`config.mk`:
```
export PLATFORM = sky130hd
export DESIGN_NAME = serial_speed_command_receiver_unit
export DESIGN_NICKNAME = d
export VERILOG_FILES = /design/src/sv/sscr_pkg.sv /design/src/sv/serial_speed_command_receiver_unit.sv /design/src/sv/sscr_front.sv /design/src/sv/sscr_queue.sv /design/src/sv/sscr_back.sv
export SDC_FILE = /design/constraint.sdc
export NUM_CORES = 1
export LEC_CHECK = 0
export BUFFER_PORTS_ARGS = -buffer_cell sky130_fd_sc_hd__buf_2
export CORE_UTILIZATION = 53
export CTS_CLUSTER_SIZE = 8
export DETAILED_ROUTE_END_ITERATION = 16
export GPL_TIMING_DRIVEN = 0
export PLACE_DENSITY = 0.75
export SLEW_MARGIN = 20
export SYNTH_ARGS = -nofsm -noshare
export SYNTH_HDL_FRONTEND = slang
export SYNTH_SLANG_ARGS = --single-unit
```
`constraint.sdc`:
```
create_clock -name i_clk -period 4.25 [get_ports i_clk]
set_clock_uncertainty 0.05 [all_clocks]
set_input_delay 0.425 -clock i_clk [delete_from_list [all_inputs] [get_ports i_clk]]
set_output_delay 0.425 -clock i_clk [all_outputs]
set_load 0.01 [all_outputs]
```
`src/sv/sscr_pkg.sv`:
```
`timescale 1ns / 1ps
// ----------------------------------------------------------------------------
// sscr_pkg
// Shared types and constants of the serial speed command receiver.
// ----------------------------------------------------------------------------
`default_nettype none

package sscr_pkg;

    localparam logic [7:0] ACK_HEADER = 8'h55;
    localparam logic [7:0] CMD_ACCEL  = 8'h01;

    localparam logic [1:0] MODE_IDLE    = 2'd0;
    localparam logic [1:0] MODE_ACCEL   = 2'd1;
    localparam logic [1:0] MODE_DECEL   = 2'd2;
    localparam logic [1:0] MODE_LIMITED = 2'd3;

    localparam logic OP_BIT  = 1'b0;
    localparam logic OP_TICK = 1'b1;

    localparam logic [1:0] REG_ENABLE      = 2'd0;
    localparam logic [1:0] REG_SPEED_LIMIT = 2'd1;
    localparam logic [1:0] REG_DECAY_STEP  = 2'd2;
    localparam logic [1:0] REG_TIMEOUT     = 2'd3;

    localparam logic [7:0] RST_SPEED_LIMIT = 8'd100;
    localparam logic [7:0] RST_DECAY_STEP  = 8'd10;
    localparam logic [7:0] RST_TIMEOUT     = 8'd2;

    localparam int QUEUE_DEPTH = 2;

    typedef struct packed {
        logic       is_tick;
        logic       accel;
        logic [7:0] amount;
    } t_cmd;

    typedef struct packed {
        logic [7:0] speed_limit;
        logic [7:0] decay_step;
        logic [7:0] timeout_ticks;
    } t_cfg;

    typedef struct packed {
        logic push;
        logic full;
    } t_qctl;

endpackage

`default_nettype wire

```
`src/sv/serial_speed_command_receiver_unit.sv`:
```
`timescale 1ns / 1ps
// ----------------------------------------------------------------------------
// serial_speed_command_receiver_unit
// Receives checked 4-byte speed command frames bit by bit, applies speed
// commands and idle decay, and returns acknowledge frames.
//
// Channel   Direction  Handshake              Content
// s         in         i_s_tvalid/o_s_tready  bit or decay tick
// m         out        o_m_tvalid/i_m_tready  acknowledge frame
// cfg       in         i_cfg_valid/o_cfg_ready register write
//
// One request is taken per cycle while o_s_tready is high; a result passes
// through the command queue and then the output register. Synchronous reset
// clears all state and loads the register defaults. A stalled output fills
// the two-entry command queue, after which o_s_tready drops; bits that
// complete no good frame do not use the queue.
// ----------------------------------------------------------------------------
`default_nettype none

module serial_speed_command_receiver_unit #(
    parameter int QueueDepth = sscr_pkg::QUEUE_DEPTH
) (
    input  wire         i_clk,
    input  wire         i_rst_n,
    input  wire         i_s_tvalid,
    output logic        o_s_tready,
    input  wire  [7:0]  i_s_tdata,   // [0] data_bit
    input  wire         i_s_tuser,   // [0] operation
    output logic        o_m_tvalid,
    input  wire         i_m_tready,
    output logic [31:0] o_m_tdata,   // [7:0] ack_header, [15:8] ack_speed,
                                     // [17:16] ack_state, [25:18] ack_checksum
    input  wire         i_cfg_valid,
    output logic        o_cfg_ready,
    input  wire  [1:0]  i_cfg_index,
    input  wire  [7:0]  i_cfg_data
);

    logic             r_enable;
    sscr_pkg::t_cfg   r_cfg;
    sscr_pkg::t_qctl  w_qctl;
    sscr_pkg::t_cmd   w_front_cmd;
    sscr_pkg::t_cmd   w_back_cmd;
    logic             w_empty;
    logic             w_full;
    logic             w_pop;
    logic [7:0]       w_speed;
    logic [1:0]       w_state;

    assign o_cfg_ready = 1'b1;
    assign o_s_tready  = !w_full;

    always_ff @(posedge i_clk) begin
        if (!i_rst_n) begin
            r_enable            <= 1'b0;
            r_cfg.speed_limit   <= sscr_pkg::RST_SPEED_LIMIT;
            r_cfg.decay_step    <= sscr_pkg::RST_DECAY_STEP;
            r_cfg.timeout_ticks <= sscr_pkg::RST_TIMEOUT;
        end else if (i_cfg_valid) begin
            unique case (i_cfg_index)
                sscr_pkg::REG_ENABLE:      r_enable            <= i_cfg_data[0];
                sscr_pkg::REG_SPEED_LIMIT: r_cfg.speed_limit   <= i_cfg_data;
                sscr_pkg::REG_DECAY_STEP:  r_cfg.decay_step    <= i_cfg_data;
                sscr_pkg::REG_TIMEOUT:     r_cfg.timeout_ticks <= i_cfg_data;
                default: begin
                end
            endcase
        end
    end

    sscr_front u_front (
        .i_clk    (i_clk),
        .i_rst_n  (i_rst_n),
        .i_enable (r_enable),
        .i_accept (i_s_tvalid && o_s_tready),
        .i_op     (i_s_tuser),
        .i_bit    (i_s_tdata[0]),
        .i_full   (w_full),
        .o_qctl   (w_qctl),
        .o_cmd    (w_front_cmd)
    );

    sscr_queue #(
        .Depth (QueueDepth)
    ) u_queue (
        .i_clk   (i_clk),
        .i_rst_n (i_rst_n),
        .i_qctl  (w_qctl),
        .i_cmd   (w_front_cmd),
        .i_pop   (w_pop),
        .o_cmd   (w_back_cmd),
        .o_empty (w_empty),
        .o_full  (w_full)
    );

    sscr_back u_back (
        .i_clk   (i_clk),
        .i_rst_n (i_rst_n),
        .i_cfg   (r_cfg),
        .i_cmd   (w_back_cmd),
        .i_empty (w_empty),
        .o_pop   (w_pop),
        .o_valid (o_m_tvalid),
        .i_ready (i_m_tready),
        .o_speed (w_speed),
        .o_state (w_state)
    );

    assign o_m_tdata = {6'd0,
                        sscr_pkg::ACK_HEADER ^ w_speed ^ {6'd0, w_state},
                        w_state,
                        w_speed,
                        sscr_pkg::ACK_HEADER};

`ifndef ASSERT_OFF
    a_reset_clears_out: assert property (@(posedge i_clk)
        !i_rst_n |=> !o_m_tvalid)
        else $error("output valid after reset");

    a_idle_means_stopped: assert property (@(posedge i_clk) disable iff (!i_rst_n)
        o_m_tvalid && o_m_tdata[17:16] == sscr_pkg::MODE_IDLE |-> o_m_tdata[15:8] == 8'd0)
        else $error("idle acknowledge with nonzero speed");

    a_no_push_when_full: assert property (@(posedge i_clk) disable iff (!i_rst_n)
        w_qctl.push |-> !w_full)
        else $error("command queue overrun");
`endif

endmodule

`default_nettype wire

```
`src/sv/sscr_front.sv`:
```
`timescale 1ns / 1ps
// ----------------------------------------------------------------------------
// sscr_front
// Collects serial bits into frames, checks them and queues good frames and
// decay ticks as commands.
// ----------------------------------------------------------------------------
`default_nettype none

module sscr_front (
    input  wire               i_clk,
    input  wire               i_rst_n,
    input  wire               i_enable,
    input  wire               i_accept,
    input  wire               i_op,
    input  wire               i_bit,
    input  wire               i_full,
    output sscr_pkg::t_qctl   o_qctl,
    output sscr_pkg::t_cmd    o_cmd
);

    logic [31:0] r_shift;
    logic [31:0] n_shift;
    logic [4:0]  r_count;
    logic [4:0]  n_count;
    logic        w_good;
    logic        w_take;

    assign w_take  = i_accept && i_enable;
    assign n_shift = {r_shift[30:0], i_bit};
    assign w_good  = (n_shift[31:24] ^ n_shift[23:16] ^ n_shift[15:8]) == n_shift[7:0];

    always_comb begin
        n_count = r_count;
        o_qctl.push = 1'b0;
        o_qctl.full = i_full;
        o_cmd.is_tick = (i_op == sscr_pkg::OP_TICK);
        o_cmd.accel   = (n_shift[23:16] == sscr_pkg::CMD_ACCEL);
        o_cmd.amount  = n_shift[15:8];
        if (w_take) begin
            if (i_op == sscr_pkg::OP_TICK) begin
                o_qctl.push = 1'b1;
            end else begin
                n_count = r_count + 5'd1;
                if (r_count == 5'd31) begin
                    o_qctl.push = w_good;
                end
            end
        end
    end

    always_ff @(posedge i_clk) begin
        if (!i_rst_n) begin
            r_shift <= '0;
            r_count <= '0;
        end else if (w_take && i_op == sscr_pkg::OP_BIT) begin
            r_shift <= n_shift;
            r_count <= n_count;
        end
    end

endmodule

`default_nettype wire

```
`src/sv/sscr_queue.sv`:
```
`timescale 1ns / 1ps
// ----------------------------------------------------------------------------
// sscr_queue
// Small command queue between the frame front end and the speed back end.
// ----------------------------------------------------------------------------
`default_nettype none

module sscr_queue #(
    parameter int Depth = sscr_pkg::QUEUE_DEPTH
) (
    input  wire               i_clk,
    input  wire               i_rst_n,
    input  sscr_pkg::t_qctl   i_qctl,
    input  sscr_pkg::t_cmd    i_cmd,
    input  wire               i_pop,
    output sscr_pkg::t_cmd    o_cmd,
    output logic              o_empty,
    output logic              o_full
);

    localparam int AW = (Depth > 1) ? $clog2(Depth) : 1;
    localparam int CW = $clog2(Depth + 1);

    sscr_pkg::t_cmd r_mem [Depth];
    logic [AW-1:0]  r_wr;
    logic [AW-1:0]  r_rd;
    logic [CW-1:0]  r_cnt;
    logic           w_push;
    logic           w_pop;

    assign o_empty = (r_cnt == '0);
    assign o_full  = (r_cnt == CW'(Depth));
    assign w_push  = i_qctl.push && !i_qctl.full;
    assign w_pop   = i_pop && !o_empty;
    assign o_cmd   = r_mem[r_rd];

    always_ff @(posedge i_clk) begin
        if (w_push) begin
            r_mem[r_wr] <= i_cmd;
        end
    end

    always_ff @(posedge i_clk) begin
        if (!i_rst_n) begin
            r_wr  <= '0;
            r_rd  <= '0;
            r_cnt <= '0;
        end else begin
            if (w_push) begin
                r_wr <= (r_wr == AW'(Depth - 1)) ? '0 : r_wr + AW'(1);
            end
            if (w_pop) begin
                r_rd <= (r_rd == AW'(Depth - 1)) ? '0 : r_rd + AW'(1);
            end
            if (w_push && !w_pop) begin
                r_cnt <= r_cnt + CW'(1);
            end else if (w_pop && !w_push) begin
                r_cnt <= r_cnt - CW'(1);
            end
        end
    end

endmodule

`default_nettype wire

```
`src/sv/sscr_back.sv`:
```
`timescale 1ns / 1ps
// ----------------------------------------------------------------------------
// sscr_back
// Carries out queued commands on speed, mode and idle count, and holds the
// acknowledge in an output register.
// ----------------------------------------------------------------------------
`default_nettype none

module sscr_back (
    input  wire              i_clk,
    input  wire              i_rst_n,
    input  sscr_pkg::t_cfg   i_cfg,
    input  sscr_pkg::t_cmd   i_cmd,
    input  wire              i_empty,
    output logic             o_pop,
    output logic             o_valid,
    input  wire              i_ready,
    output logic [7:0]       o_speed,
    output logic [1:0]       o_state
);

    logic [7:0] r_speed;
    logic [7:0] n_speed;
    logic [1:0] r_mode;
    logic [1:0] n_mode;
    logic [7:0] r_idle;
    logic [7:0] n_idle;
    logic       n_emit;
    logic [8:0] w_sum;
    logic [7:0] w_raised;
    logic       r_valid;
    logic [7:0] r_ack_speed;
    logic [1:0] r_ack_state;

    assign o_pop    = !i_empty && (!r_valid || i_ready);
    assign w_sum    = {1'b0, r_speed} + {1'b0, i_cmd.amount};
    assign w_raised = (r_speed >= i_cfg.speed_limit) ? r_speed :
                      (w_sum > {1'b0, i_cfg.speed_limit}) ? i_cfg.speed_limit : w_sum[7:0];

    always_comb begin
        n_speed = r_speed;
        n_mode  = r_mode;
        n_idle  = r_idle;
        n_emit  = 1'b0;
        if (i_cmd.is_tick) begin
            if (r_idle != 8'hFF) begin
                n_idle = r_idle + 8'd1;
            end
            if (n_idle > i_cfg.timeout_ticks && r_speed != 8'd0) begin
                if (r_speed <= i_cfg.decay_step) begin
                    n_speed = 8'd0;
                    n_mode  = sscr_pkg::MODE_IDLE;
                    n_emit  = 1'b1;
                end else begin
                    n_speed = r_speed - i_cfg.decay_step;
                    if (r_mode != sscr_pkg::MODE_IDLE) begin
                        n_mode = sscr_pkg::MODE_DECEL;
                        n_emit = 1'b1;
                    end
                end
            end
        end else begin
            n_idle = 8'd0;
            n_emit = 1'b1;
            if (i_cmd.accel) begin
                n_speed = w_raised;
                n_mode  = (w_raised == i_cfg.speed_limit) ? sscr_pkg::MODE_LIMITED
                                                          : sscr_pkg::MODE_ACCEL;
            end
        end
    end

    always_ff @(posedge i_clk) begin
        if (!i_rst_n) begin
            r_speed <= '0;
            r_mode  <= sscr_pkg::MODE_IDLE;
            r_idle  <= '0;
            r_valid <= 1'b0;
        end else begin
            if (o_pop) begin
                r_speed <= n_speed;
                r_mode  <= n_mode;
                r_idle  <= n_idle;
                r_valid <= n_emit;
            end else if (i_ready) begin
                r_valid <= 1'b0;
            end
        end
    end

    always_ff @(posedge i_clk) begin
        if (o_pop && n_emit) begin
            r_ack_speed <= n_speed;
            r_ack_state <= n_mode;
        end
    end

    assign o_valid = r_valid;
    assign o_speed = r_ack_speed;
    assign o_state = r_ack_state;

endmodule

`default_nettype wire

```
# --- Word level (Yosys, flattened, before mapping) ---
# Memories as Yosys holds them, arrays and structs flattened. A register that Yosys moved wholly into a read port is not among the register bits.
# Index checks and enable logic that the tools add are counted.
word_totals:
  memories: 1
  latch_bits: 0
  in_bits: 24
  ramBits: 20
  mem_bits_ro: 0
  register_bits: 94
  output_inout_bits: 35
  wordCells: 101
mem_list:
  columns: ["name", "depth", "width", "rd", "rd_ports_with_merged_regs", "wr", "line_no", "source"]
  rows:
  - ["u_queue.r_mem", 2, 10, 1, 1, 1, "sscr_queue.sv:24", "sscr_pkg::t_cmd r_mem [Depth];"]
op_classes:
  addsub: 8
  n_shift: 0
  n_eq_ne: 9
  n_reduce_logical: 27
  n_bitwise: 5
  n_div: 0
  n_mul: 0
  n_mux: 32
  magnitude_cmp: 4
ops:
  columns: ["operator", "n"]
  rows:
  - ["two-way mux 8 bit", 9]
  - ["== test 8 bit", 2]
  - ["two-way mux 2 bit", 8]
  - ["XOR 8 bit", 2]
  - ["two-way mux 1 bit", 15]
  - ["logical AND 1 bit", 10]
  - ["adder 8 x 8 -> 9 bit", 1]
  - ["greater-than comparator 9 x 8 -> 1 bit", 1]
  - ["adder 8 x 1 -> 8 bit (second input constant)", 1]
  - ["== test 8 x 1 -> 1 bit (second input constant)", 1]
  - [">= comparator 8 bit", 1]
  - ["greater-than comparator 8 bit", 1]
  - ["<= comparator 8 bit", 1]
  - ["inequality test 8 bit (second input constant)", 1]
  - ["AND reduction 2 bit", 4]
  - ["nonzero test 8 bit", 1]
  - ["subtractor 8 bit", 1]
  - ["XOR 8 x 2 -> 8 bit", 1]
  - ["== test 2 bit (second input constant)", 3]
  - ["nonzero test 2 bit", 3]
  - ["adder 5 x 1 -> 5 bit (second input constant)", 1]
  - ["== test 5 bit (second input constant)", 1]
  - ["zero test 1 bit", 5]
  - ["zero test 2 bit", 2]
  - ["other kinds (8)", 9]

# --- Logic depth before layout (Yosys ltp) ---
depth:
  ltp_word: 11
  mapped_depth: 16

# --- Modules after synthesis ---
# Synthesis repeated with hierarchy kept, for this count alone.
hier_totals:
  cells_unflattened: 725
  area_unflattened_um2: 6842.8
modules_own_cells:
  columns: ["module", "n_inst", "cells_per_inst", "area_each_um2"]
  rows:
  - ["sscr_back", 1, 345, 2982.9]
  - ["sscr_front", 1, 202, 1706.6]
  - ["serial_speed_command_receiver_unit", 1, 124, 1211.2]
  - ["sscr_queue", 1, 54, 942.2]

# --- Least setup slack after synthesis ---
# No wires, ideal clock.
synth_timing:
  path_type: "reg2reg"
  from: "register with a tool-made name"
  to: "register u_back.r_ack_speed[0] (netlist: u_back.o_speed[0]) (data pin)"
  arrival_time_ns: 3.703
  path_slack_ns: 0.232
  path_stages_with_launch: 17
  period_less_slack_ns: 4.018
  setup_time_ns: 0.265
  path_buffers: 1
  cell_sequence: "dfxtp_1 -> buf_2 -> mux2_2 -> ha_1 -> fa_1 -> a211oi_4 -> o21bai_1 -> a21oi_1 -> xnor2_1 -> ha_1 -> nand4_1 -> a21oi_1 -> nor4_1 -> o21ai_2 -> mux2_2 -> o22ai_2 -> nor2_1"
synth_lines:
  columns: ["item", "line_no", "source"]
  rows:
  - ["end signal, assigned", "sscr_back.sv:93", "r_ack_speed <= n_speed;"]
  - ["end, declared", "sscr_back.sv:32", "logic [7:0] r_ack_speed;"]

==> impl_metrics.json <==
{
  "result_of_the_run": "finished clean",
  "place_inst": 984,
  "maxSlewViolCount": 0,
  "worst_pin_slew_ns": 0.918,
  "core_area_sq_um": 12200,
  "hold_path.class": "primary input to register",
  "largest_net_degree_at_the_start_of_global_routing": 17,
  "synth.avg_cell_area_sq_um": 8.78,
  "grt_use_met3": 0.0622,
  "syn_inst": 767,
  "grt_pass1_vias": 5545,
  "routed_wl_microns": 16400,
  "worst_ep_required_time_ns": 4.36,
  "fp.dieW_microns": 115,
  "area.growth.synth_to_final_pct": 16.8,
  "global_route.overflow_total": 0,
  "layer_carrying_the_most_global_route_usage": "met2",
  "iter_0_drt_violations": 304,
  "power_w": 0.00499,
  "timing.final.crit_period_ns": 4.11,
  "io_buffers": 36,
  "design.final.nets": 916,
  "routed_via_density": 5.64,
  "dieArea_sq_um": 13200,
  "yosysUniqueCellTypes": 73,
  "power_leakage_nw": 3.16,
  "clockPowerShare": 0.267,
  "cts_made_buffers": 17,
  "cell_internal_pwr_w": 0.00306,
  "height_of_the_chip_microns": 115,
  "synthFlopType": "sky130_fd_sc_hd__dfxtp_1",
  "end_kind": "register",
  "wl_per_cell_microns": 15.9,
  "synth-edff-count": 30,
  "crit_path_kind": "register to register",
  "max_cap_viol_count": 0,
  "layoutNonFillerInstCount": 1027,
  "cts_htree_levels": 4,
  "synth_warnings": 0,
  "cts-root-to-sink-buffers": 2,
  "gp_routability_congestion": 0.908,
  "io_pins": 59,
  "power.density_nw_per_um2": 634,
  "seq_area_frac_synth": 0.386,
  "place_hpwl_microns": 12100,
  "hold-worst-slack_ns": 0.206,
  "synth.ff_latch_count": 115,
  "p_seq_frac": 0.283,
  "routed-via-count": 5792,
  "worst_slew_margin_rel": 0.387,
  "grt_antenna_before_repair": 0,
  "cts_sinks": 115,
  "floorplan.initialDensity": 0.552,
  "share_of_flip_flops_with_an_asynchronous_set_or_reset_after_synthesis": 0,
  "arrival_ns": 4.22,
  "global_route_wire_length_before_repair_microns": 26500,
  "setup_repair_after_global_routing_missed_its_margin": "true",
  "vdd_drop_max_v": 0.000347,
  "drc_errors": 0,
  "gr_util_met2": 0.455,
  "share_comb_of_total_power": 0.450,
  "clkSlewWorstSetupHoldPaths_ns": 0.05,
  "final-setup-viol-count": 0,
  "layout_worst_path_cycle_share": 0.966,
  "groute.usage.overall": 0.264,
  "antenna_left": 0,
  "drt-pass1-iter-count": 6,
  "fp-row-count": 40,
  "max_freq_mhz": 244,
  "clock_latency_ns": 0.42,
  "groute.layer.met1.usage": 0.312,
  "finalHoldViolCount": 0,
  "hold_path.startpoint": "i_s_tuser",
  "post_route_cells_drive_above_1_share": 0.154,
  "worstPathMaxFanout": 5,
  "final.fill_count": 1057,
  "mappedNetlistArea_sq_um": 6740,
  "antenna-diode-count": 0,
  "cts_tree": "done",
  "switching_fraction_of_total_power": 0.386,
  "power.switching_w": 0.00193,
  "setup.worst_path.start_class": "register",
  "root_buffer_cell": "sky130_fd_sc_hd__clkbuf_16"
}
sequential cells by signal, indices dropped and copies added, names as in the netlist, named ones only:
register and flops:
u_queue.r_wr 1, u_back.o_state 2, r_enable 1, u_queue.r_cnt 2, u_queue.r_rd 1, u_back.r_idle 8
u_back.r_mode 2, u_front.r_shift 31, u_back.o_speed 8, r_cfg 24, u_back.o_valid 1, u_queue.r_mem 20
u_back.r_speed 8, u_front.r_count 5
path summary, 6_finish.rpt:
path,cells past startpoint,end,slack [ns]
max reg2reg,17,u_back.o_speed[2]$_DFFE_PP_,0.14
min reg2reg,2,r_cfg[6]$_SDFFE_PN0P_,0.41
max,17,u_back.o_speed[2]$_DFFE_PP_,0.14
min,1,u_queue.r_mem[1][9]$_DFFE_PP_,0.21
final cells by class:
type	count	area [sq um]	area share
plain buffers	47	254	0.0323
clock buffers	21	440	0.0560
clock inverters	11	114	0.0145
inverters	34	128	0.0162
multi-input cells	585	3860	0.491
flip-flops and latches	115	2600	0.331
well taps	168	210	0.0267
repair buffers	46	255	0.0324
critical path, stage by stage, from the launching register on:
cell and delay, ns:
sky130_fd_sc_hd__dfxtp_1 0.34, sky130_fd_sc_hd__buf_6 0.12, sky130_fd_sc_hd__mux2_2 0.34, sky130_fd_sc_hd__ha_1 0.22, sky130_fd_sc_hd__fa_2 0.39, sky130_fd_sc_hd__a211oi_4 0.28, sky130_fd_sc_hd__o21bai_1 0.11, sky130_fd_sc_hd__a21oi_2 0.18
sky130_fd_sc_hd__xnor2_2 0.12, sky130_fd_sc_hd__ha_1 0.31, sky130_fd_sc_hd__nand4_1 0.16, sky130_fd_sc_hd__a21oi_2 0.17, sky130_fd_sc_hd__nor4_2 0.06, sky130_fd_sc_hd__buf_4 0.15, sky130_fd_sc_hd__o21ai_2 0.34, sky130_fd_sc_hd__mux2i_1 0.25
sky130_fd_sc_hd__a22o_1 0.18, sky130_fd_sc_hd__nor2_1 0.08
power by group through the flow:
stage,sequential (W),clock (W),combinational [W]
after floorplan,0.00139,0,0.00155
after global placement,0.00142,0,0.00197
after detailed placement,0.00142,0,0.00204
after CTS,0.00141,0.00135,0.00215
after global routing,0.00142,0.00140,0.00245
final,0.00141,0.00133,0.00225
routing by layer:
metal	vias to the layer above	part of all wire
li1	2835	-
met5	-	0
met4	0	0.028
met2	220	0.49
met1	2698	0.41
met3	39	0.074
metrics by stage:
step	cell area [sq um]	worst slack, ns	setup TNS, ns	utilization
floorplan	6780	0.232	0	-
global placement	7170	-0.257	-2.83	0.588
detailed placement	7170	-0.301	-3.67	0.588
CTS	7790	0.0132	0	0.638
global route	7870	-0.0247	-0.0648	0.644
finish	7870	0.144	0	0.644
layout by cell type (no fill, tap or decap), types with 4 or more instances in the layout:
| cell | synthesis | final |
|---|---|---|
| sky130_fd_sc_hd__a211oi_1 | 8 | 7 |
| sky130_fd_sc_hd__buf_4 | 18 | 28 |
| sky130_fd_sc_hd__edfxtp_1 | 30 | 30 |
| sky130_fd_sc_hd__xnor2_1 | 41 | 40 |
| sky130_fd_sc_hd__nor2_1 | 57 | 57 |
| sky130_fd_sc_hd__nand2b_1 | 12 | 12 |
| sky130_fd_sc_hd__o211ai_1 | 6 | 6 |
| sky130_fd_sc_hd__nand2_1 | 119 | 119 |
| sky130_fd_sc_hd__nor2b_1 | 6 | 6 |
| sky130_fd_sc_hd__xor2_1 | 21 | 21 |
| sky130_fd_sc_hd__nand3_1 | 13 | 13 |
| sky130_fd_sc_hd__nor3_1 | 10 | 10 |
| sky130_fd_sc_hd__clkbuf_16 | 0 | 17 |
| sky130_fd_sc_hd__a21o_1 | 5 | 5 |
| sky130_fd_sc_hd__ha_1 | 44 | 44 |
| sky130_fd_sc_hd__o21ai_0 | 27 | 26 |
| sky130_fd_sc_hd__nand4_1 | 11 | 11 |
| sky130_fd_sc_hd__dfxtp_1 | 85 | 85 |
| sky130_fd_sc_hd__clkbuf_1 | 25 | 29 |
| sky130_fd_sc_hd__mux2_2 | 13 | 13 |
| sky130_fd_sc_hd__o21a_1 | 5 | 5 |
| sky130_fd_sc_hd__buf_2 | 3 | 38 |
| sky130_fd_sc_hd__conb_1 | 2 | 15 |
| sky130_fd_sc_hd__a31oi_1 | 4 | 4 |
| sky130_fd_sc_hd__a22oi_1 | 10 | 10 |
| sky130_fd_sc_hd__inv_1 | 32 | 32 |
| sky130_fd_sc_hd__a21oi_1 | 73 | 71 |
| sky130_fd_sc_hd__mux2i_1 | 13 | 12 |
| sky130_fd_sc_hd__nor4_1 | 8 | 7 |
| sky130_fd_sc_hd__and3_1 | 9 | 9 |
cells in the mapped netlist, types with 3 or more instances:
cell type	n	area (sq um)
sky130_fd_sc_hd__o21ai_0	27	135
sky130_fd_sc_hd__ha_1	44	551
sky130_fd_sc_hd__nand2_1	119	447
sky130_fd_sc_hd__o211ai_1	6	45.0
sky130_fd_sc_hd__nor2b_1	6	37.5
sky130_fd_sc_hd__a31oi_1	4	25.0
sky130_fd_sc_hd__nor4_1	8	50.1
sky130_fd_sc_hd__mux2_2	13	146
sky130_fd_sc_hd__a211oi_1	8	60.1
sky130_fd_sc_hd__dfxtp_1	85	1700
sky130_fd_sc_hd__mux2i_1	13	130
sky130_fd_sc_hd__a22oi_1	10	75.1
sky130_fd_sc_hd__and3_1	9	56.3
sky130_fd_sc_hd__a21oi_1	73	365
sky130_fd_sc_hd__o21a_1	5	37.5
sky130_fd_sc_hd__edfxtp_1	30	901
sky130_fd_sc_hd__a21o_1	5	37.5
sky130_fd_sc_hd__nor2_1	57	214
sky130_fd_sc_hd__clkbuf_1	25	93.8
sky130_fd_sc_hd__nand4_1	11	68.8
sky130_fd_sc_hd__buf_2	3	15.0
sky130_fd_sc_hd__buf_4	18	135
sky130_fd_sc_hd__o41ai_1	3	26.3
sky130_fd_sc_hd__o21bai_1	3	22.5
sky130_fd_sc_hd__a41oi_1	3	26.3
sky130_fd_sc_hd__nor3_1	10	50.1
sky130_fd_sc_hd__xnor2_1	41	359
sky130_fd_sc_hd__nand2b_1	12	75.1
sky130_fd_sc_hd__xor2_1	21	184
sky130_fd_sc_hd__inv_1	32	120
sky130_fd_sc_hd__nand3_1	13	65.1
cell families after synthesis:
kind of cell / after synthesis / synth area share
AO/OA/AOI/OAI: 177 / 0.171
multiplexers: 27 / 0.0433
adder cells (fa/ha/maj): 46 / 0.0877
flip-flops: 115 / 0.386
XOR/XNOR: 63 / 0.0840
other: 2 / 0.00112
AND/OR/NAND/NOR: 256 / 0.171
buffers and inverters: 81 / 0.0557
what timing repair did:
| action | in CTS | in global routing |
|---|---|---|
| hold endpoints to repair | 0 | 0 |
| setup endpoints to repair | 18 | 28 |
| cloned | 1 | 0 |
| pin swaps | 3 | 7 |
| hold buffers | 0 | 0 |
| resized for setup | 7 | 6 |
| setup buffers | 4 | 6 |
Note: power is estimated with default switching activity, not from simulation.
